## src/hw/rtl/i2cms_pkg.sv

```systemverilog
// ----------------------------------------------------------------------------
// I2C master bit sequencer package
// Shared command codes, queue entry type and phase helpers.
// ----------------------------------------------------------------------------
package i2cms_pkg;

    localparam int WAIT_BITS   = 16;
    localparam int PHASE_BITS  = 6;
    localparam int XFER_PHASES = 27;
    localparam int BIT_PHASES  = 4;
    localparam int DATA_SLOTS  = 8;
    localparam int QUEUE_DEPTH = 2;
    localparam int QPTR_BITS   = $clog2(QUEUE_DEPTH);
    localparam int QCNT_BITS   = $clog2(QUEUE_DEPTH + 1);

    localparam logic [31:0] WAIT_MAX   = 32'((64'd1 << WAIT_BITS) - 64'd1);
    localparam logic [15:0] WAIT_RESET = 16'd400;
    localparam logic [7:0]  RESET_BYTE = 8'hFF;

    localparam logic [2:0] OP_START = 3'd1;
    localparam logic [2:0] OP_STOP  = 3'd2;
    localparam logic [2:0] OP_XFER  = 3'd3;
    localparam logic [2:0] OP_RESET = 3'd4;

    typedef enum logic [4:0] {
        CMD_IDLE  = 5'b00001,
        CMD_START = 5'b00010,
        CMD_STOP  = 5'b00100,
        CMD_XFER  = 5'b01000,
        CMD_RESET = 5'b10000
    } cmd_t;

    typedef struct packed {
        cmd_t       cmd;
        logic [7:0] tx_byte;
        logic       ack_drive;
        logic       sda_in;
    } item_t;

    typedef struct packed {
        logic [3:0] slot;
        logic [1:0] sub;
    } slot_t;

    // Splits a transfer phase number below 27 into its bit slot and sub-phase.
    function automatic slot_t split_phase(input logic [4:0] x);
        logic [8:0] prod;
        slot_t      r;
        prod   = {4'd0, x} * 9'd11;
        r.slot = prod[8:5];
        r.sub  = 2'(x - 5'(r.slot) * 5'd3);
        return r;
    endfunction

    function automatic logic [PHASE_BITS-1:0] total_phases(input cmd_t c);
        logic [PHASE_BITS-1:0] n;
        case (c)
            CMD_START, CMD_STOP: n = PHASE_BITS'(BIT_PHASES);
            CMD_XFER:            n = PHASE_BITS'(XFER_PHASES);
            default:             n = PHASE_BITS'(BIT_PHASES + XFER_PHASES);
        endcase
        return n;
    endfunction

endpackage

```

## src/hw/rtl/i2cms_front.sv

```systemverilog
// ----------------------------------------------------------------------------
// I2C master bit sequencer front end
// Decodes the operation field of each item into a one-hot command.
// ----------------------------------------------------------------------------
module i2cms_front
    import i2cms_pkg::*;
(
    input  logic [2:0] operation,
    input  logic [7:0] tx_byte,
    input  logic       ack_drive,
    input  logic       sda_in,
    output item_t      item
);

    always_comb begin
        item.tx_byte   = tx_byte;
        item.ack_drive = ack_drive;
        item.sda_in    = sda_in;
        case (operation)
            OP_START: item.cmd = CMD_START;
            OP_STOP:  item.cmd = CMD_STOP;
            OP_XFER:  item.cmd = CMD_XFER;
            OP_RESET: item.cmd = CMD_RESET;
            default:  item.cmd = CMD_IDLE;
        endcase
    end

endmodule

```

## src/hw/rtl/i2cms_queue.sv

```systemverilog
// ----------------------------------------------------------------------------
// I2C master bit sequencer item queue
// Two-entry queue that decouples the front end from the sequencer.
// ----------------------------------------------------------------------------
module i2cms_queue
    import i2cms_pkg::*;
(
    input  logic  aclk,
    input  logic  aresetn,
    input  logic  push,
    input  item_t push_item,
    output logic  not_full,
    input  logic  pop,
    output logic  not_empty,
    output item_t head
);

    item_t                entry_reg [QUEUE_DEPTH];
    logic [QPTR_BITS-1:0] wr_ptr_reg;
    logic [QPTR_BITS-1:0] rd_ptr_reg;
    logic [QCNT_BITS-1:0] count_reg;
    logic                 do_push;
    logic                 do_pop;

    assign not_full  = (count_reg != QCNT_BITS'(QUEUE_DEPTH));
    assign not_empty = (count_reg != '0);
    assign do_push   = push && not_full;
    assign do_pop    = pop && not_empty;
    assign head      = entry_reg[rd_ptr_reg];

    always_ff @(posedge aclk) begin
        if (do_push) begin
            entry_reg[wr_ptr_reg] <= push_item;
        end
    end

    always_ff @(posedge aclk) begin
        if (!aresetn) begin
            wr_ptr_reg <= '0;
            rd_ptr_reg <= '0;
            count_reg  <= '0;
        end else begin
            if (do_push) begin
                wr_ptr_reg <= (wr_ptr_reg == QPTR_BITS'(QUEUE_DEPTH - 1)) ? '0
                                                                        : wr_ptr_reg + QPTR_BITS'(1);
            end
            if (do_pop) begin
                rd_ptr_reg <= (rd_ptr_reg == QPTR_BITS'(QUEUE_DEPTH - 1)) ? '0
                                                                        : rd_ptr_reg + QPTR_BITS'(1);
            end
            case ({do_push, do_pop})
                2'b10:   count_reg <= count_reg + QCNT_BITS'(1);
                2'b01:   count_reg <= count_reg - QCNT_BITS'(1);
                default: count_reg <= count_reg;
            endcase
        end
    end

endmodule

```

## src/hw/rtl/i2cms_back.sv

```systemverilog
// ----------------------------------------------------------------------------
// I2C master bit sequencer back end
// Runs the phase sequencer one item per tick and holds the result register.
// ----------------------------------------------------------------------------
module i2cms_back
    import i2cms_pkg::*;
(
    input  logic        aclk,
    input  logic        aresetn,
    input  logic [15:0] wait_ticks,
    input  logic        q_valid,
    input  item_t       q_item,
    output logic        q_pop,
    output logic        m_valid,
    input  logic        m_ready,
    output logic        m_scl_release,
    output logic        m_sda_release,
    output logic        m_busy_res,
    output logic        m_done_res,
    output logic [7:0]  m_rx_byte,
    output logic        m_ack_sampled
);

    cmd_t                  cmd_reg, cmd_next;
    logic [PHASE_BITS-1:0] phase_reg, phase_next;
    logic [WAIT_BITS-1:0]  wait_reg, wait_next;
    logic [7:0]            shift_reg, shift_next;
    logic                  ack_level_reg, ack_level_next;
    logic                  scl_reg, scl_next;
    logic                  sda_reg, sda_next;
    logic                  rx_ack_reg, rx_ack_next;
    logic                  done_next;
    logic                  out_valid_reg;
    logic                  out_done_reg;

    logic [31:0]           wait_wide;
    logic [WAIT_BITS-1:0]  limit;
    logic                  in_xfer;
    logic [4:0]            xidx;
    slot_t                 sp;
    logic [PHASE_BITS-1:0] phase_inc;

    assign q_pop = q_valid && (!out_valid_reg || m_ready);

    assign wait_wide = 32'(wait_ticks);
    assign limit     = (wait_ticks == 16'd0) ? WAIT_BITS'(1)
                     : (wait_wide > WAIT_MAX) ? WAIT_BITS'(WAIT_MAX) : WAIT_BITS'(wait_wide);
    assign in_xfer = (cmd_reg == CMD_XFER) ||
                     ((cmd_reg == CMD_RESET) && (phase_reg >= PHASE_BITS'(BIT_PHASES)));
    assign xidx    = (cmd_reg == CMD_XFER) ? phase_reg[4:0]
                                           : phase_reg[4:0] - 5'(BIT_PHASES);
    assign sp        = split_phase(xidx);
    assign phase_inc = phase_reg + PHASE_BITS'(1);

    always_comb begin
        cmd_next       = cmd_reg;
        phase_next     = phase_reg;
        wait_next      = wait_reg;
        shift_next     = shift_reg;
        ack_level_next = ack_level_reg;
        scl_next       = scl_reg;
        sda_next       = sda_reg;
        rx_ack_next    = rx_ack_reg;
        done_next      = 1'b0;
        if (cmd_reg == CMD_IDLE) begin
            if (q_item.cmd != CMD_IDLE) begin
                cmd_next   = q_item.cmd;
                phase_next = '0;
                wait_next  = '0;
                if (q_item.cmd == CMD_XFER) begin
                    shift_next     = q_item.tx_byte;
                    ack_level_next = q_item.ack_drive;
                end else if (q_item.cmd == CMD_RESET) begin
                    shift_next     = RESET_BYTE;
                    ack_level_next = 1'b1;
                end
            end
        end else begin
            if (in_xfer && (sp.sub == 2'd2) && (wait_reg == '0)) begin
                if (sp.slot < 4'(DATA_SLOTS)) begin
                    shift_next = {shift_reg[6:0], q_item.sda_in};
                end else begin
                    rx_ack_next = q_item.sda_in;
                end
            end
            if ({1'b0, wait_reg} + (WAIT_BITS + 1)'(1) >= {1'b0, limit}) begin
                if (in_xfer) begin
                    case (sp.sub)
                        2'd0:    sda_next = (sp.slot < 4'(DATA_SLOTS)) ? shift_reg[7]
                                                                        : ack_level_reg;
                        2'd1:    scl_next = 1'b1;
                        default: scl_next = 1'b0;
                    endcase
                end else if (cmd_reg == CMD_START) begin
                    case (phase_reg[1:0])
                        2'd0:    sda_next = 1'b1;
                        2'd1:    scl_next = 1'b1;
                        2'd2:    sda_next = 1'b0;
                        default: scl_next = 1'b0;
                    endcase
                end else begin
                    case (phase_reg[1:0])
                        2'd0:    scl_next = 1'b0;
                        2'd1:    sda_next = 1'b0;
                        2'd2:    scl_next = 1'b1;
                        default: sda_next = 1'b1;
                    endcase
                end
                wait_next  = '0;
                phase_next = phase_inc;
                if (phase_inc >= total_phases(cmd_reg)) begin
                    cmd_next   = CMD_IDLE;
                    phase_next = '0;
                    done_next  = 1'b1;
                end
            end else begin
                wait_next = wait_reg + WAIT_BITS'(1);
            end
        end
    end

    always_ff @(posedge aclk) begin
        if (!aresetn) begin
            cmd_reg       <= CMD_IDLE;
            phase_reg     <= '0;
            wait_reg      <= '0;
            shift_reg     <= '0;
            ack_level_reg <= 1'b1;
            scl_reg       <= 1'b0;
            sda_reg       <= 1'b0;
            rx_ack_reg    <= 1'b0;
            out_valid_reg <= 1'b0;
            out_done_reg  <= 1'b0;
        end else begin
            if (q_pop) begin
                cmd_reg       <= cmd_next;
                phase_reg     <= phase_next;
                wait_reg      <= wait_next;
                shift_reg     <= shift_next;
                ack_level_reg <= ack_level_next;
                scl_reg       <= scl_next;
                sda_reg       <= sda_next;
                rx_ack_reg    <= rx_ack_next;
                out_done_reg  <= done_next;
                out_valid_reg <= 1'b1;
            end else if (m_ready) begin
                out_valid_reg <= 1'b0;
            end
        end
    end

    assign m_valid       = out_valid_reg;
    assign m_scl_release = scl_reg;
    assign m_sda_release = sda_reg;
    assign m_busy_res    = (cmd_reg != CMD_IDLE);
    assign m_done_res    = out_done_reg;
    assign m_rx_byte     = shift_reg;
    assign m_ack_sampled = rx_ack_reg;

endmodule

```

## src/hw/rtl/i2c_master_bit_sequencer.sv

```systemverilog
// ----------------------------------------------------------------------------
// I2C master bit sequencer
// Bit-level I2C master on open-drain lines, one input item per bus tick.
//
// Each input item on the s_ channel is one tick: it carries the sampled SDA
// level and, while the sequencer is idle, may start a start, stop, byte
// transfer or bus reset command. Every accepted item yields exactly one
// result item on the m_ channel with the line levels, busy and done flags,
// the shift register contents and the last sampled ACK level.
// The wait_ticks register sets the ticks before each line change. The block
// does not check it: write it via cfg_wr_en and cfg_wr_data only while idle.
// An item passes the decoder, a two-entry queue and the sequencer, whose
// result register drives the m_ ports: the item is registered in the queue,
// then in the result register; while the receiver does not stall, one item
// is taken every cycle, set by the sequencer step and its result register.
// When the receiver stalls, the result register holds, the queue fills and
// s_ready falls once two items wait. Reset clears the queue, the sequencer
// state and the result register, and sets wait_ticks to 400.
// ----------------------------------------------------------------------------
module i2c_master_bit_sequencer
    import i2cms_pkg::*;
(
    input  logic        aclk,
    input  logic        aresetn,
    input  logic        cfg_wr_en,
    input  logic [15:0] cfg_wr_data,
    input  logic        s_valid,
    output logic        s_ready,
    input  logic [2:0]  s_operation,
    input  logic [7:0]  s_tx_byte,
    input  logic        s_ack_drive,
    input  logic        s_sda_in,
    output logic        m_valid,
    input  logic        m_ready,
    output logic        m_scl_release,
    output logic        m_sda_release,
    output logic        m_busy_res,
    output logic        m_done_res,
    output logic [7:0]  m_rx_byte,
    output logic        m_ack_sampled
);

    logic [15:0] wait_ticks_reg;
    item_t       dec_item;
    item_t       head_item;
    logic        q_valid;
    logic        q_pop;

    always_ff @(posedge aclk) begin
        if (!aresetn) begin
            wait_ticks_reg <= WAIT_RESET;
        end else if (cfg_wr_en) begin
            wait_ticks_reg <= cfg_wr_data;
        end
    end

    i2cms_front u_front (
        .operation (s_operation),
        .tx_byte   (s_tx_byte),
        .ack_drive (s_ack_drive),
        .sda_in    (s_sda_in),
        .item      (dec_item)
    );

    i2cms_queue u_queue (
        .aclk      (aclk),
        .aresetn   (aresetn),
        .push      (s_valid),
        .push_item (dec_item),
        .not_full  (s_ready),
        .pop       (q_pop),
        .not_empty (q_valid),
        .head      (head_item)
    );

    i2cms_back u_back (
        .aclk          (aclk),
        .aresetn       (aresetn),
        .wait_ticks    (wait_ticks_reg),
        .q_valid       (q_valid),
        .q_item        (head_item),
        .q_pop         (q_pop),
        .m_valid       (m_valid),
        .m_ready       (m_ready),
        .m_scl_release (m_scl_release),
        .m_sda_release (m_sda_release),
        .m_busy_res    (m_busy_res),
        .m_done_res    (m_done_res),
        .m_rx_byte     (m_rx_byte),
        .m_ack_sampled (m_ack_sampled)
    );

endmodule
```

## config.mk

```make
export PLATFORM = sky130hd
export DESIGN_NAME = i2c_master_bit_sequencer
export DESIGN_NICKNAME = d
export VERILOG_FILES = /design/src/hw/rtl/i2cms_pkg.sv /design/src/hw/rtl/i2cms_front.sv /design/src/hw/rtl/i2cms_queue.sv /design/src/hw/rtl/i2cms_back.sv /design/src/hw/rtl/i2c_master_bit_sequencer.sv
export SDC_FILE = /design/constraint.sdc
export NUM_CORES = 1
export LEC_CHECK = 0
export ABC_AREA = 1
export BUFFER_PORTS_ARGS = -buffer_cell sky130_fd_sc_hd__buf_4
export CORE_MARGIN = 5
export CORE_UTILIZATION = 56
export CTS_BUF_LIST = sky130_fd_sc_hd__clkbuf_8
export DETAILED_ROUTE_END_ITERATION = 10
export GPL_TIMING_DRIVEN = 1
export PLACE_DENSITY = 0.79
export SETUP_SLACK_MARGIN = 0.05
export SKIP_LAST_GASP = 1
export SLEW_MARGIN = 20
export SYNTH_ARGS = -nofsm -noshare
export SYNTH_HDL_FRONTEND = slang
export SYNTH_SLANG_ARGS = --single-unit
export TNS_END_PERCENT = 10
```

## constraint.sdc

```tcl
create_clock -name aclk -period 3.8 [get_ports aclk]
set_clock_uncertainty 0.05 [all_clocks]
set_input_delay 0.19 -clock aclk [delete_from_list [all_inputs] [get_ports aclk]]
set_output_delay 0.19 -clock aclk [all_outputs]
set_load 0.05 [all_outputs]
```

# Word level (Yosys, flattened, before mapping)

Memories as Yosys holds them, arrays and structs flattened. A register that Yosys moved wholly into a read port is not among the register bits.
Cells that the tools add are included.

Memories kept: 1
Register bits after elaboration: 61
Input bits: 34
Output and inout port bits: 15
RAM bits: 30
Word-level logic and storage cells: 141

Reduce and logical (&&, ||, !) cells: 32
Bitwise gates (word level): 2
$lt $le $gt $ge: 5
Equality and inequality tests: 27
Muxes and demuxes: 49
Multipliers: 2
$add $sub $neg: 9

Memories:

| name              | words | width | rd ports | clocked after memory_dff | write ports | line              | text |
|---|---|---|---|---|---|---|---|
| u_queue.entry_reg | 2     | 15    | 1        | 1                        | 1           | i2cms_queue.sv:18 | `item_t entry_reg [QUEUE_DEPTH];` |

Operators with widths:

| kind                    | number |
|---|---|
| $mux W16                | 5 |
| $mux W8                 | 6 |
| $mux W6                 | 6 |
| $logic_not A16 Y1       | 2 |
| $mux W5                 | 5 |
| $pmux W5 S4             | 1 |
| $mux W1                 | 19 |
| $add A16 B1 Y17 const B | 1 |
| $ge A17 B16 Y1          | 1 |
| $add A16 B1 Y16 const B | 1 |
| $gt A16 B16 Y1 const B  | 1 |
| $reduce_bool A2 Y1      | 8 |
| $reduce_and A4 Y1       | 3 |
| $reduce_and A6 Y1       | 2 |
| $eq A5 B4 Y1 const B    | 2 |
| $eq A5 B5 Y1 const B    | 2 |
| $ne A5 B1 Y1 const B    | 2 |
| $pmux W1 S2             | 5 |
| $pmux W5 S2             | 1 |
| $mul A5 B4 Y9 const B   | 1 |
| $ne A2 B2 Y1 const B    | 4 |
| $add A6 B1 Y6 const B   | 1 |
| $eq A2 B1 Y1 const B    | 3 |
| $eq A2 B2 Y1 const B    | 3 |
| 30 further kinds        | 41 |

# Depth between registers and ports, before layout

Gate-level depths: netlist of the first run.

Word-level depth: 10
Mapped depth: 29

# Cells and area by module

Synthesis of the first run repeated with hierarchy kept, for this count alone.

Cell total of the unflattened synthesis: 729
Area total of the unflattened synthesis: 5,684.2 um2

By module, submodules not included:

| module                   | area each (um2) | sequential area each (um2) | cells an instance | instances |
|---|---|---|---|---|
| i2cms_back               | 3,518.4         | 820.8                      | 529               | 1 |
| i2cms_queue              | 1,378.8         | 1,001.0                    | 83                | 1 |
| i2c_master_bit_sequencer | 665.6           | 320.3                      | 96                | 1 |
| i2cms_front              | 121.4           | 0.0                        | 21                | 1 |

# Worst setup path after synthesis of the first run

OpenSTA, ideal clock, no wires.

Path type: register to register
Start: reg u_back.phase_reg[2]
End: reg u_back.shift_reg[2], in the netlist u_back.m_rx_byte[2]
Period minus slack after synthesis: 4,160 ps
Setup slack: -360 ps
Cell stages (with the launch flop): 26
Data arrival time: 3,995 ps
Path buffers: 1
Path through: dfxtp_1 > inv_1 > ha_1 > o21ai_0 > ha_1 > fa_1 > ha_1 > a21oi_1 > nand3_1 > nand2_1 > inv_1 > ha_1 > inv_1 > ha_1 > nor2_1 > xnor2_1 > inv_1 > nand2_1 > nand2_1 > nand2_1 > nand4_1 > nand2_1 > nand2_2 > buf_6 > o21ai_1 > nor2_1

Longest elaborated chain between the ends: 10

RTL lines:

| element                              | line              | text |
|---|---|---|
| start, declared                      | i2cms_back.sv:25  | `logic [PHASE_BITS-1:0] phase_reg, phase_next;` |
| start signal, assigned               | i2cms_back.sv:137 | `phase_reg <= phase_next;` |
| $sub A5 B3 Y5                        | i2cms_back.sv:51  | `: phase_reg[4:0] - 5'(BIT_PHASES);` |
| $mux W5                              | i2cms_back.sv:50  | `assign xidx = (cmd_reg == CMD_XFER) ? phase_reg[4:0]` |
| $mul A5 B4 Y9                        | i2cms_pkg.sv:49   | `prod = {4'd0, x} * 9'd11;` |
| $mul A4 B2 Y2                        | i2cms_pkg.sv:51   | `r.sub = 2'(x - 5'(r.slot) * 5'd3);` |
| $sub A2 B2 Y2                        | i2cms_pkg.sv:51   |  |
| $eq A2 B2 Y1                         | i2cms_back.sv:79  | `if (in_xfer && (sp.sub == 2'd2) && (wait_reg == '0)) begin` |
| $logic_and A1 B1 Y1 (2 in a row)     | i2cms_back.sv:79  |  |
| $reduce_bool A2 Y1 (no source line)  | n/a               |  |
| $reduce_and A5 Y1 (no source line) * | n/a               |  |
| end signal, assigned                 | i2cms_back.sv:139 | `shift_reg <= shift_next;` |
| end, declared                        | i2cms_back.sv:27  | `logic [7:0] shift_reg, shift_next;` |

Every way passes the cells marked *; elsewhere a longest branch is shown, timed or not.
A chain may end at the register's enable or synchronous reset.

# Worst setup path after layout of the first run

Start: reg u_back.cmd_reg[1]
End: reg u_back.shift_reg[7], in the netlist u_back.m_rx_byte[7]

Longest elaborated chain between the ends: 10

RTL lines:

| element                             | line                               | text |
|---|---|---|
| start, declared                     | i2cms_back.sv:24                   | `cmd_t cmd_reg, cmd_next;` |
| start signal, assigned              | i2cms_back.sv:136                  | `cmd_reg <= cmd_next;` |
| $eq A5 B4 Y1                        | i2cms_back.sv:48, i2cms_back.sv:50 |  |
| $mux W5                             | i2cms_back.sv:50                   |  |
| $mul A5 B4 Y9                       | i2cms_pkg.sv:49                    |  |
| $mul A4 B2 Y2                       | i2cms_pkg.sv:51                    |  |
| $sub A2 B2 Y2                       | i2cms_pkg.sv:51                    |  |
| $eq A2 B2 Y1                        | i2cms_back.sv:79                   |  |
| $logic_and A1 B1 Y1 (2 in a row)    | i2cms_back.sv:79                   |  |
| $reduce_bool A2 Y1 (no source line) | n/a                                |  |
| $reduce_and A5 Y1 (no source line)  | n/a                                |  |

Several ways; a longest one is shown, not always the timed one.

==> results of run 1 <==
[critical path: cells and delay by family, from the launching register on]
family,cells,cell delay (ps)
adders and majority gates,5,1420
buffers and inverters,5,460
AOI/OAI and AO/OA,1,70
xor gates and xnor gates,1,140
DFF,1,370
and+or+nand+nor,16,1520
[power groups by stage]
stage / Sequential (W) / Clock, W / Combinational (W)
after floorplan: 0.00150 / 0 / 0.00162
after global placement: 0.00138 / 0 / 0.00216
after detailed placement: 0.00138 / 0 / 0.00225
after CTS: 0.00136 / 0.000723 / 0.00248
after global routing: 0.00139 / 0.000773 / 0.00289
final: 0.00137 / 0.000724 / 0.00261
[timing repair]
action	4_1_cts	5_1_grt
setup buffers	11	4
pin swaps	20	21
hold buffers	16	0
cloned	1	0
gates resized for setup	16	18
endpoints found under the setup margin	11	38
hold endpoints to repair	24	0
[metal layers]
| metal | part of all wire | track usage | routed length, um |
|---|---|---|---|
| met5 | 0 | 0 | 0 |
| met4 | 0.026 | 0.08566 | 354 |
| met3 | 0.047 | 0.03967 | 642 |
| met2 | 0.51 | 0.4175 | 6958 |
| met1 | 0.41 | 0.2782 | 5607 |
[cell usage after synthesis, types with 3 or more instances]
cell and count:
o21ai_2 4, clkbuf_1 5, buf_4 3, o21ai_1 6
a31oi_1 8, inv_1 98, nor2_4 4, xor2_1 15
nand2_1 124, inv_2 8, xnor2_1 4, a21oi_1 36
buf_6 3, o21ai_0 43, nor3_1 7, buf_2 4
mux2i_1 4, ha_1 46, dfxtp_1 62, nand4_1 19
nand2_2 6, nand3_1 20, nor2_2 4, edfxtp_1 30
nor4_1 8, nor2_1 89
[per-stage QoR]
step	utilization	instance area, sq um	setup slack [ps]	total power [W]
final	0.7051	6797	-338.8	0.004705
after detailed placement	0.6395	6165	-366.9	0.003633
after CTS	0.6941	6690	-171.1	0.004563
after global placement	0.6393	6162	-170.1	0.003535
after global routing	0.7051	6797	-607.2	0.005047
after floorplan	-	5547	-4.591	0.003125
[area by class of cell]
type	count	area [sq um]
repair buffers	103	817.0
flip-flops and latches	92	2148
clock inverters	7	90.09
well taps	133	166.4
fillers	717	2843
clock buffers	9	123.9
multi-input cells	479	3042
inverters	107	409.1
[worst paths after layout]
kind                                                    endpoint  cells after the start
worst max-delay path            u_back.m_rx_byte[7]$_SDFFE_PN0P_                     28
worst min-delay path              wait_ticks_reg[4]$_SDFFE_PN1P_                      2
worst max register to register  u_back.m_rx_byte[7]$_SDFFE_PN0P_                     28
worst min register to register                              flop                      1
[cell families (layout without fill, tap and decap cells)]
logic type | Yosys count | after routing | share of synthesized area
AOI/OAI and AO/OA | 110 | 110 | 0.1150
and+or+nand+nor | 297 | 298 | 0.2538
buffers and inverters | 123 | 226 | 0.09174
adders and majority gates | 47 | 47 | 0.1086
xor gates and xnor gates | 19 | 19 | 0.03035
muxes | 5 | 5 | 0.009813
DFF | 92 | 92 | 0.3907
==> key figures, run 1 <==
Timing
  • Fin crit share: 1.089
  • Slew margin rel.: 0.5136
  • Final WS setup: -338.8 ps
  • Fin. max-slew vios: 0
  • Final hold slack: 23.63 ps
  • F_max: 0.2416 GHz
  • Hold Fails Final Rpt: 0
  • TNS Setup: -3135 ps
  • Post-layout min period: 4139 ps
  • Measured slew at the worst slew-check pin: 728.9 ps
  • Unrepaired setup endpoints after global routing: true
  • Setup-failing EPs final: 11

Synth
  • Synthesized cell area: 5483 sq um
  • Yosys warning count: 0
  • Synth unique cells: 50
  • Post-Synthesis Net Count: 774
  • Syn Area/Cell: 7.912 sq um
  • Synth top area cells: dfxtp_1 (23%), edfxtp_1 (16%), ha_1 (10%)
  • Ys async rst share: 0
  • Yosys reg bits: 92
  • Register area share after synthesis: 0.3907
  • EDFF count, synth: 30
  • Area share of the largest cell type after synthesis: 0.2264
  • Synth Flop Type: dfxtp_1
  • Synth area leader: dfxtp_1
  • Post-Syn Instances: 693

Finish
  • Layout cells sized above 1: 0.2321
  • Final Non-Filler Cells: 930
  • Commonest non-fill, non-tap cells in the layout: nand2_1 (116), inv_1 (91), buf_4 (86)
  • Inserted Diodes: 0
  • Max reg flops: 30
  • Layout area overhead: 23.96%
  • Layout net count: 873
  • Most common cell after layout, fill and taps aside: nand2_1

Status
  • Status: finished with violations
  • Violated checks: setup timing

Clocking
  • Clock Sinks: 92
  • Total CTS buffers: 9
  • Clock latency on the worst-skew pair: 390 ps
  • H-tree levels: 3
  • CTS Root Cell: clkbuf_8
  • Max clock buf depth: 2
  • CTS tree: built
  • Register clock-pin slew on the reported worst setup and hold paths: 110 ps

Global routing
  • Vias in the first global route: 4897
  • Largest net degree at the start of global routing: 39
  • Gr usage total: 0.2329
  • First-pass GRT wire length: 21920 um
  • GRT overflow: 0
  • Antenna violations before repair: 0

Setup path
  • Critical path type: reg2reg
  • Worst r2r src: u_back.cmd_reg[1]$_SDFFE_PN0P_
  • Reg2reg setup slack: -340 ps
  • Req. time, crit path: 4040 ps
  • Crit path max fanout: 6
  • CP max stage delay: 480 ps
  • Crit path from: u_back.cmd_reg[1]$_SDFFE_PN0P_
  • Critical path arrival: 4380 ps
  • Worst Setup Start Kind: flop
  • Slowest stage cell, crit path: fa_1
  • Cell repeated most along the worst path: nand2_2
  • Worst setup EP type: flop

Floorplan
  • Core ar.: 9639 sq um
  • Die area: 11870 sq um
  • I/O pins: 49
  • Die Wd: 108.9 um
  • Die height: 108.9 um
  • Initial core utilization: 0.5688
  • Core Rows: 36

Power and ir drop
  • Clock group share of total power: 0.154
  • P_sw: 0.002186 W
  • Pwr Density: 692.2 nW/um^2
  • Max VDD drop: 0.4316 mV
  • Power share of the combinational group: 0.556
  • Sw Ratio: 0.4646
  • Sequential share of power: 0.291
  • Cell leakage power: 3.255 nW
  • Cell-internal power: 0.002519 W

Flow run
  • Max-Cap Viols: 0

Route
  • Drt pass-1 iters: 5
  • Total Wirelength: 13560 um
  • Drt drc: 0
  • Avg WL per Cell: 14.58 um
  • Final antenna-violating net count: 0
  • Iteration-0 DRC Markers: 370
  • Vias per Instance: 5.356
  • Via count: 4981

Place
  • Placed insts: 883
  • PortBufs: 48
  • GP Congestion: 0.8971
  • Dpl hpwl: 9225 um

Hold path
  • Hold path start: cfg_wr_en
  • Worst hold path type: in2reg
Power figures use the tool's default switching activity.
==> run 2, diff against run 1 <==
--- a/config.mk
+++ b/config.mk
@@ -5,7 +5,6 @@
 export SDC_FILE = /design/constraint.sdc
 export NUM_CORES = 1
 export LEC_CHECK = 0
-export ABC_AREA = 1
 export BUFFER_PORTS_ARGS = -buffer_cell sky130_fd_sc_hd__buf_4
 export CORE_MARGIN = 5
 export CORE_UTILIZATION = 56
==> run 2 against run 1 <==
Worst setup slack got worse by 320 ps. Flip-flop and latch count is the same. Routed wire length is 7.7% lower. Total power fell by 18%. Synthesized area fell by 3.0%. Sequential power shrank 10%. The flow still finishes with violations (setup timing). Largest cell class unchanged. Global-route usage shrank 0.75 points. Sequential share of layout area up 1.2 points. Synthesized cell count is 17% lower. Die area decreased by 2.7%. Maximum frequency fell by 7.1%.
==> key figures, run 2 <==
Floorplan
  • Core Rows: 35
  • Core ar.: 9240 sq um
  • Die height: 107.4 um
  • Die Wd: 107.4 um
  • Die area: 11540 sq um
  • I/O pins: 49
  • Initial core utilization: 0.5755

Route
  • Drt pass-1 iters: 5
  • Total Wirelength: 12520 um
  • Via count: 4506
  • Vias per Instance: 5.647
  • Avg WL per Cell: 15.69 um
  • Iteration-0 DRC Markers: 359
  • Drt drc: 0
  • Final antenna-violating net count: 0

Global routing
  • Largest net degree at the start of global routing: 56
  • Vias in the first global route: 4436
  • First-pass GRT wire length: 21080 um
  • Gr usage total: 0.2254
  • Antenna violations before repair: 0
  • GRT overflow: 0

Timing
  • Fin. max-slew vios: 0
  • Fin crit share: 1.173
  • Post-layout min period: 4457 ps
  • Measured slew at the worst slew-check pin: 985.1 ps
  • Hold Fails Final Rpt: 0
  • Unrepaired setup endpoints after global routing: true
  • F_max: 0.2244 GHz
  • Setup-failing EPs final: 11
  • Final WS setup: -657.2 ps
  • Slew margin rel.: 0.3423
  • TNS Setup: -6209 ps

Status
  • Violated checks: setup timing
  • Status: finished with violations

Synth
  • Proportion of synthesized area in mux cells: 0.06518
  • Fraction of the mapped netlist area in simple logic gates: 0.1887
  • Synth unique cells: 63
  • Syn Area/Cell: 9.232 sq um
  • Synth Flop Type: dfxtp_1
  • Post-synth top cells: dfxtp_1 (62), nor2_1 (55), nand2_1 (54)
  • Post-Syn Instances: 576
  • Count leader, synth: dfxtp_1
  • Adder-Cell Fraction of Synth Area: 0.1120
  • Synth Area in Compound Gates: 0.1285
  • Yosys warning count: 0
  • Synth area leader: dfxtp_1
  • Register area share after synthesis: 0.4028
  • Synth top area cells: dfxtp_1 (23%), edfxtp_1 (17%), ha_1 (11%)
  • EDFF count, synth: 30
  • Yosys reg bits: 92
  • Post-Synthesis Net Count: 657
  • Largest family of logic cells by synthesized area: simple AND/OR/NAND/NOR gates
  • Ys async rst share: 0
  • Synthesized cell area: 5318 sq um
  • Area share of the largest cell type after synthesis: 0.2334
  • Xor-xnor portion of the synthesized cell area: 0.05412

Power and ir drop
  • P_sw: 0.001674 W
  • Max VDD drop: 0.4906 mV
  • Cell leakage power: 2.737 nW
  • Cell-internal power: 0.002163 W
  • Clock group share of total power: 0.168
  • Power share of the combinational group: 0.511
  • Sequential share of power: 0.321
  • Sw Ratio: 0.4363
  • Pwr Density: 584.2 nW/um^2

Finish
  • Finished Core Util: 0.7109
  • Commonest non-fill, non-tap cells in the layout: buf_4 (93), dfxtp_1 (56), nand2_1 (54)
  • Inserted Diodes: 0
  • Max reg flops: 30
  • Layout cells sized above 1: 0.2197
  • Final Non-Filler Cells: 798
  • Layout net count: 745
  • Layout area overhead: 23.53%
  • Most common cell after layout, fill and taps aside: buf_4

Hold path
  • Worst hold path endpoint: wait_ticks_reg[3]$_SDFFE_PN0P_
  • Min-Delay Path Depth: 3
  • Worst hold path type: in2reg
  • Hold path start: cfg_wr_data[3]

Clocking
  • Clock latency on the worst-skew pair: 370 ps
  • Total CTS buffers: 9
  • H-tree levels: 3
  • Clock Sinks: 92
  • CTS Root Cell: clkbuf_8
  • Register clock-pin slew on the reported worst setup and hold paths: 100 ps
  • Max clock buf depth: 2
  • CTS tree: built

Setup path
  • CP max stage delay: 520 ps
  • Cell depth of the worst setup path: 19
  • CP Cell Sequence: nor2_4 > nand3_4 > buf_6 > xnor2_4 > ha_4 > fa_1 > ha_4 > and4_4 > or3_4 > and2_4 > ha_4 > inv_2 > ha_4 > xor2_2 > nor3_1 > nand3_1 > o31a_4 > a311o_1 > a21oi_1
  • Worst setup EP type: flop
  • Crit path max fanout: 6
  • Reg2reg setup slack: -660 ps
  • Worst r2r src: u_back.cmd_reg[2]$_SDFFE_PN0P_
  • Cell repeated most along the worst path: ha_4
  • Slowest stage cell, crit path: fa_1
  • Critical path arrival: 4700 ps
  • Critical path type: reg2reg
  • Worst Setup Start Kind: flop
  • Crit path max-delay family: adder cells
  • Req. time, crit path: 4040 ps
  • Buffer and inverter count on the worst path: 2
  • Reg2reg end: u_back.m_rx_byte[0]$_SDFFE_PN0P_
  • R2R depth: 19

Place
  • Placed insts: 762
  • GP Congestion: 0.8438
  • PortBufs: 48
  • Dpl hpwl: 8699 um

Flow run
  • Max-Cap Viols: 0
-- run 2: cell types whose count changed after synthesis, moves of 11 or more --
| cell | before | now |
|---|---|---|
| mux2i_1 | 4 | 32 |
| o21ai_0 | 43 | 4 |
| xnor2_1 | 4 | 19 |
| nand4_1 | 19 | 5 |
| nor3_1 | 7 | 18 |
| inv_1 | 98 | 30 |
| nor2_1 | 89 | 55 |
| clkbuf_1 | 5 | 30 |
| nand2_1 | 124 | 54 |
-- run 2: stage by stage --
stage	setup WS (ps)	hold WS, ps	instance area, sq um	power [W]
after detailed placement	-779.3	327.9	6105	0.003090
after CTS	-675.3	1.163	6524	0.003796
final	-657.2	8.570	6569	0.003837
after global placement	-578.7	324.6	6102	0.003008
after global routing	-840.4	3.107	6569	0.004068
after floorplan	-627.8	238.9	5396	0.002499
-- run 2: layer usage --
metal	GRT usage	part of all wire
met1	0.3016	0.45
met2	0.3749	0.49
met3	0.03899	0.043
met4	0.06583	0.018
met5	0	0
-- run 2: area by class of cell --
cell class | count | area (sq um)
inverter | 32 | 122.6
clock buffer | 9 | 123.9
sequential | 92 | 2152
tap | 129 | 161.4
fill | 680 | 2671
timing repair buffer | 110 | 869.6
multi-input combinational | 419 | 3077
clock inverter | 7 | 62.56
-- run 2: worst max path at each step --
stage	from	end	slack, ps
after floorplan	u_back.cmd_reg[2]$_SDFFE_PN0P_	u_back.m_rx_byte[6]$_SDFFE_PN0P_	-630
after global placement	u_back.cmd_reg[0]$_SDFFE_PN1P_	u_back.m_rx_byte[5]$_SDFFE_PN0P_	-580
after detailed placement	u_back.cmd_reg[2]$_SDFFE_PN0P_	u_back.m_rx_byte[5]$_SDFFE_PN0P_	-780
after CTS	u_back.cmd_reg[1]$_SDFFE_PN0P_	u_back.m_rx_byte[5]$_SDFFE_PN0P_	-680
after global routing	u_back.cmd_reg[2]$_SDFFE_PN0P_	u_back.m_rx_byte[0]$_SDFFE_PN0P_	-840
final	u_back.cmd_reg[2]$_SDFFE_PN0P_	u_back.m_rx_byte[0]$_SDFFE_PN0P_	-660
-- run 2: power groups by stage --
stage               clock, W  combinational (W)  sequential [W]
floorplan                  0            0.00120         0.00130
global placement           0            0.00177         0.00124
detailed placement         0            0.00184         0.00125
CTS                 0.000655            0.00191         0.00123
global route        0.000697            0.00212         0.00125
finish              0.000645            0.00196         0.00123
-- run 2: cells by family after synthesis --
logic type / after synthesis
buffers and inverters: 66
DFF: 92
adders and majority gates: 47
xor gates and xnor gates: 32
and+or+nand+nor: 205
AOI/OAI and AO/OA: 100
muxes: 34
-- run 2: worst register-to-register path, delay by kind of cell, from the launching register on --
| family | cells | cell delay [ps] |
|---|---|---|
| buffers and inverters | 2 | 200 |
| DFF | 1 | 350 |
| AOI/OAI and AO/OA | 3 | 890 |
| xor gates and xnor gates | 2 | 280 |
| adders and majority gates | 5 | 1370 |
| and+or+nand+nor | 7 | 1250 |
-- run 2: repair_timing --
item	4_1_cts	5_1_grt
endpoints found under the setup margin	11	39
hold endpoints to repair	26	0
resized for setup	6	6
hold buffers	16	0
pin swaps	10	9
gates cloned	1	0
setup buffers	3	0
==> run 3, diff against run 2 <==
--- a/config.mk
+++ b/config.mk
@@ -6,7 +6,7 @@
 export NUM_CORES = 1
 export LEC_CHECK = 0
 export BUFFER_PORTS_ARGS = -buffer_cell sky130_fd_sc_hd__buf_4
-export CORE_MARGIN = 5
+export CORE_MARGIN = 2
 export CORE_UTILIZATION = 56
 export CTS_BUF_LIST = sky130_fd_sc_hd__clkbuf_8
 export DETAILED_ROUTE_END_ITERATION = 10
@@ -14,7 +14,6 @@
 export PLACE_DENSITY = 0.79
 export SETUP_SLACK_MARGIN = 0.05
 export SKIP_LAST_GASP = 1
-export SLEW_MARGIN = 20
 export SYNTH_ARGS = -nofsm -noshare
 export SYNTH_HDL_FRONTEND = slang
 export SYNTH_SLANG_ARGS = --single-unit
==> run 3 against run 2 <==
Cell area decreased by 0.57%. Largest cell class unchanged. Maximum frequency rose by 2.9%. Non-clock buffer count shrank 8. Final cell count down 1.0%. The flow still finishes with violations (setup timing). Flip-flop and latch count did not move.
==> key figures, run 3 (same netlist as run 2, synthesis figures left out) <==
Status
  • Status: finished with violations
  • Violated checks: setup timing

Floorplan
  • Core Rows: 35
  • Initial core utilization: 0.5755
  • I/O pins: 49
  • Die Wd: 101.4 um
  • Core ar.: 9240 sq um
  • Die area: 10290 sq um
  • Die height: 101.4 um

Hold path
  • Worst hold path endpoint: wait_ticks_reg[13]$_SDFFE_PN0P_
  • Worst hold path type: in2reg
  • Min-Delay Path Depth: 3
  • Hold path start: cfg_wr_data[13]

Setup path
  • CP max stage delay: 510 ps
  • Slowest stage cell, crit path: fa_1
  • CP Cell Sequence: nor2_4 > nand3_4 > nor2_4 > a21oi_4 > ha_4 > fa_1 > ha_4 > and4_4 > or3_4 > and2_4 > ha_4 > inv_2 > ha_4 > xor2_2 > nor3_2 > nand3_2 > o31a_4 > a311o_1 > a21oi_1
  • Reg2reg setup slack: -530 ps
  • Buffer and inverter count on the worst path: 1
  • Worst Setup Start Kind: flop
  • Cell repeated most along the worst path: ha_4
  • Crit path max-delay family: adder cells
  • Reg2reg end: u_back.m_rx_byte[5]$_SDFFE_PN0P_
  • Critical path type: reg2reg
  • Worst r2r src: u_back.cmd_reg[1]$_SDFFE_PN0P_
  • Req. time, crit path: 4030 ps
  • R2R depth: 19
  • Crit path max fanout: 6
  • Worst setup EP type: flop
  • Critical path arrival: 4560 ps

Timing
  • Post-layout min period: 4330 ps
  • Fin. max-slew vios: 0
  • Slew margin rel.: 0.2009
  • Setup-failing EPs final: 11
  • Hold Fails Final Rpt: 0
  • Final hold slack: 8.429 ps
  • F_max: 0.2309 GHz
  • Measured slew at the worst slew-check pin: 1194 ps
  • Fin crit share: 1.140
  • Final WS setup: -530.3 ps
  • Unrepaired setup endpoints after global routing: true

Global routing
  • Antenna violations before repair: 0
  • First-pass GRT wire length: 20330 um
  • Largest net degree at the start of global routing: 56
  • Vias in the first global route: 4375
  • Gr usage total: 0.2441
  • GRT overflow: 0

Route
  • Avg WL per Cell: 15.34 um
  • Drt drc: 0
  • Vias per Instance: 5.720
  • Via count: 4519
  • Iteration-0 DRC Markers: 302
  • Final antenna-violating net count: 0
  • Total Wirelength: 12120 um
  • Drt pass-1 iters: 5

Clocking
  • Clock Sinks: 92
  • Total CTS buffers: 9
  • Clock latency on the worst-skew pair: 360 ps
  • H-tree levels: 3
  • Max clock buf depth: 2
  • Register clock-pin slew on the reported worst setup and hold paths: 100 ps
  • CTS Root Cell: clkbuf_8
  • CTS tree: built

Finish
  • Most common cell after layout, fill and taps aside: buf_4
  • Layout cells sized above 1: 0.2254
  • Commonest non-fill, non-tap cells in the layout: buf_4 (90), dfxtp_1 (56), nand2_1 (54)
  • Post-route cell area: 6531 sq um
  • Max reg flops: 30
  • Finished Core Util: 0.7068
  • Layout area overhead: 22.82%
  • Layout net count: 737
  • Inserted Diodes: 0

Power and ir drop
  • Pwr Density: 584.4 nW/um^2
  • Total Power: 0.003817 W
  • Max VDD drop: 0.4655 mV
  • Cell leakage power: 2.736 nW

Place
  • Placed inst area: 6087 sq um
  • GP Congestion: 0.8508
  • Dpl hpwl: 8532 um
  • PortBufs: 48
  • Place WS: -792.1 ps

Flow run
  • Max-Cap Viols: 0
run 3: cell count changes in the layout (fill, tap and decap cells not counted), sizes merged:
cell         before  now
buf              94   90
clkinv            0    1
dlygate4sd3      16   12
inv              38   37
run 3: worst max-delay path by stage:
stage / start / to / slack (ps) / cells after the start
after floorplan: u_back.cmd_reg[2]$_SDFFE_PN0P_ / u_back.m_rx_byte[6]$_SDFFE_PN0P_ / -630 / 20
after global placement: u_back.cmd_reg[0]$_SDFFE_PN1P_ / u_back.m_rx_byte[4]$_SDFFE_PN0P_ / -580 / 19
after detailed placement: u_back.cmd_reg[2]$_SDFFE_PN0P_ / u_back.m_rx_byte[5]$_SDFFE_PN0P_ / -790 / 19
after CTS: u_back.cmd_reg[1]$_SDFFE_PN0P_ / u_back.m_rx_byte[6]$_SDFFE_PN0P_ / -640 / 18
after global routing: u_back.cmd_reg[1]$_SDFFE_PN0P_ / u_back.m_rx_byte[2]$_SDFFE_PN0P_ / -700 / 19
final: u_back.cmd_reg[1]$_SDFFE_PN0P_ / u_back.m_rx_byte[5]$_SDFFE_PN0P_ / -530 / 19
run 3: area by class of cell:
type	instances	area [sq um]
fillers	676	2709
flip-flops and latches	92	2152
repair buffers	102	795.8
clock inverters	7	77.57
inverters	32	122.6
clock buffers	9	123.9
multi-input cells	419	3098
well taps	129	161.4
run 3: timing repair:
item | in CTS | in global routing
gates cloned | 1 | 0
endpoints found under the hold margin | 22 | 0
buffers inserted | 1 | 0
pin swaps | 10 | 11
resized for setup | 6 | 11
hold buffers | 12 | 0
setup endpoints to repair | 11 | 39
run 3: report_power, final:
group	internal (W)	switching (W)
clock network	0.000264	0.000406
logic	0.000727	0.00117
registers	0.00116	0.0000970
run 3: through the flow:
stage	TNS, ps	cells
floorplan	-4957	576
global placement	-5649	760
detailed placement	-7540	760
CTS	-6241	790
global route	-11480	790
finish	-5133	790
run 3: worst register-to-register path: stages (launching register included):
cell and delay, ps:
dfxtp_2 350, nor2_4 140, nand3_4 150, nor2_4 160
a21oi_4 50, ha_4 220, fa_1 510, ha_4 210
and4_4 140, or3_4 360, and2_4 150, ha_4 260
inv_2 40, ha_4 210, xor2_2 150, nor3_2 150
nand3_2 130, o31a_4 400, a311o_1 270, a21oi_1 150
run 3: routing by layer:
layer	GRT usage	part of all wire	routed length [um]	up-vias
met5	0	0	0	-
li1	-	-	-	2222
met2	0.4137	0.49	5969	128
met1	0.3344	0.46	5553	2159
met3	0.02830	0.041	491	10
met4	0.06237	0.0083	101	0
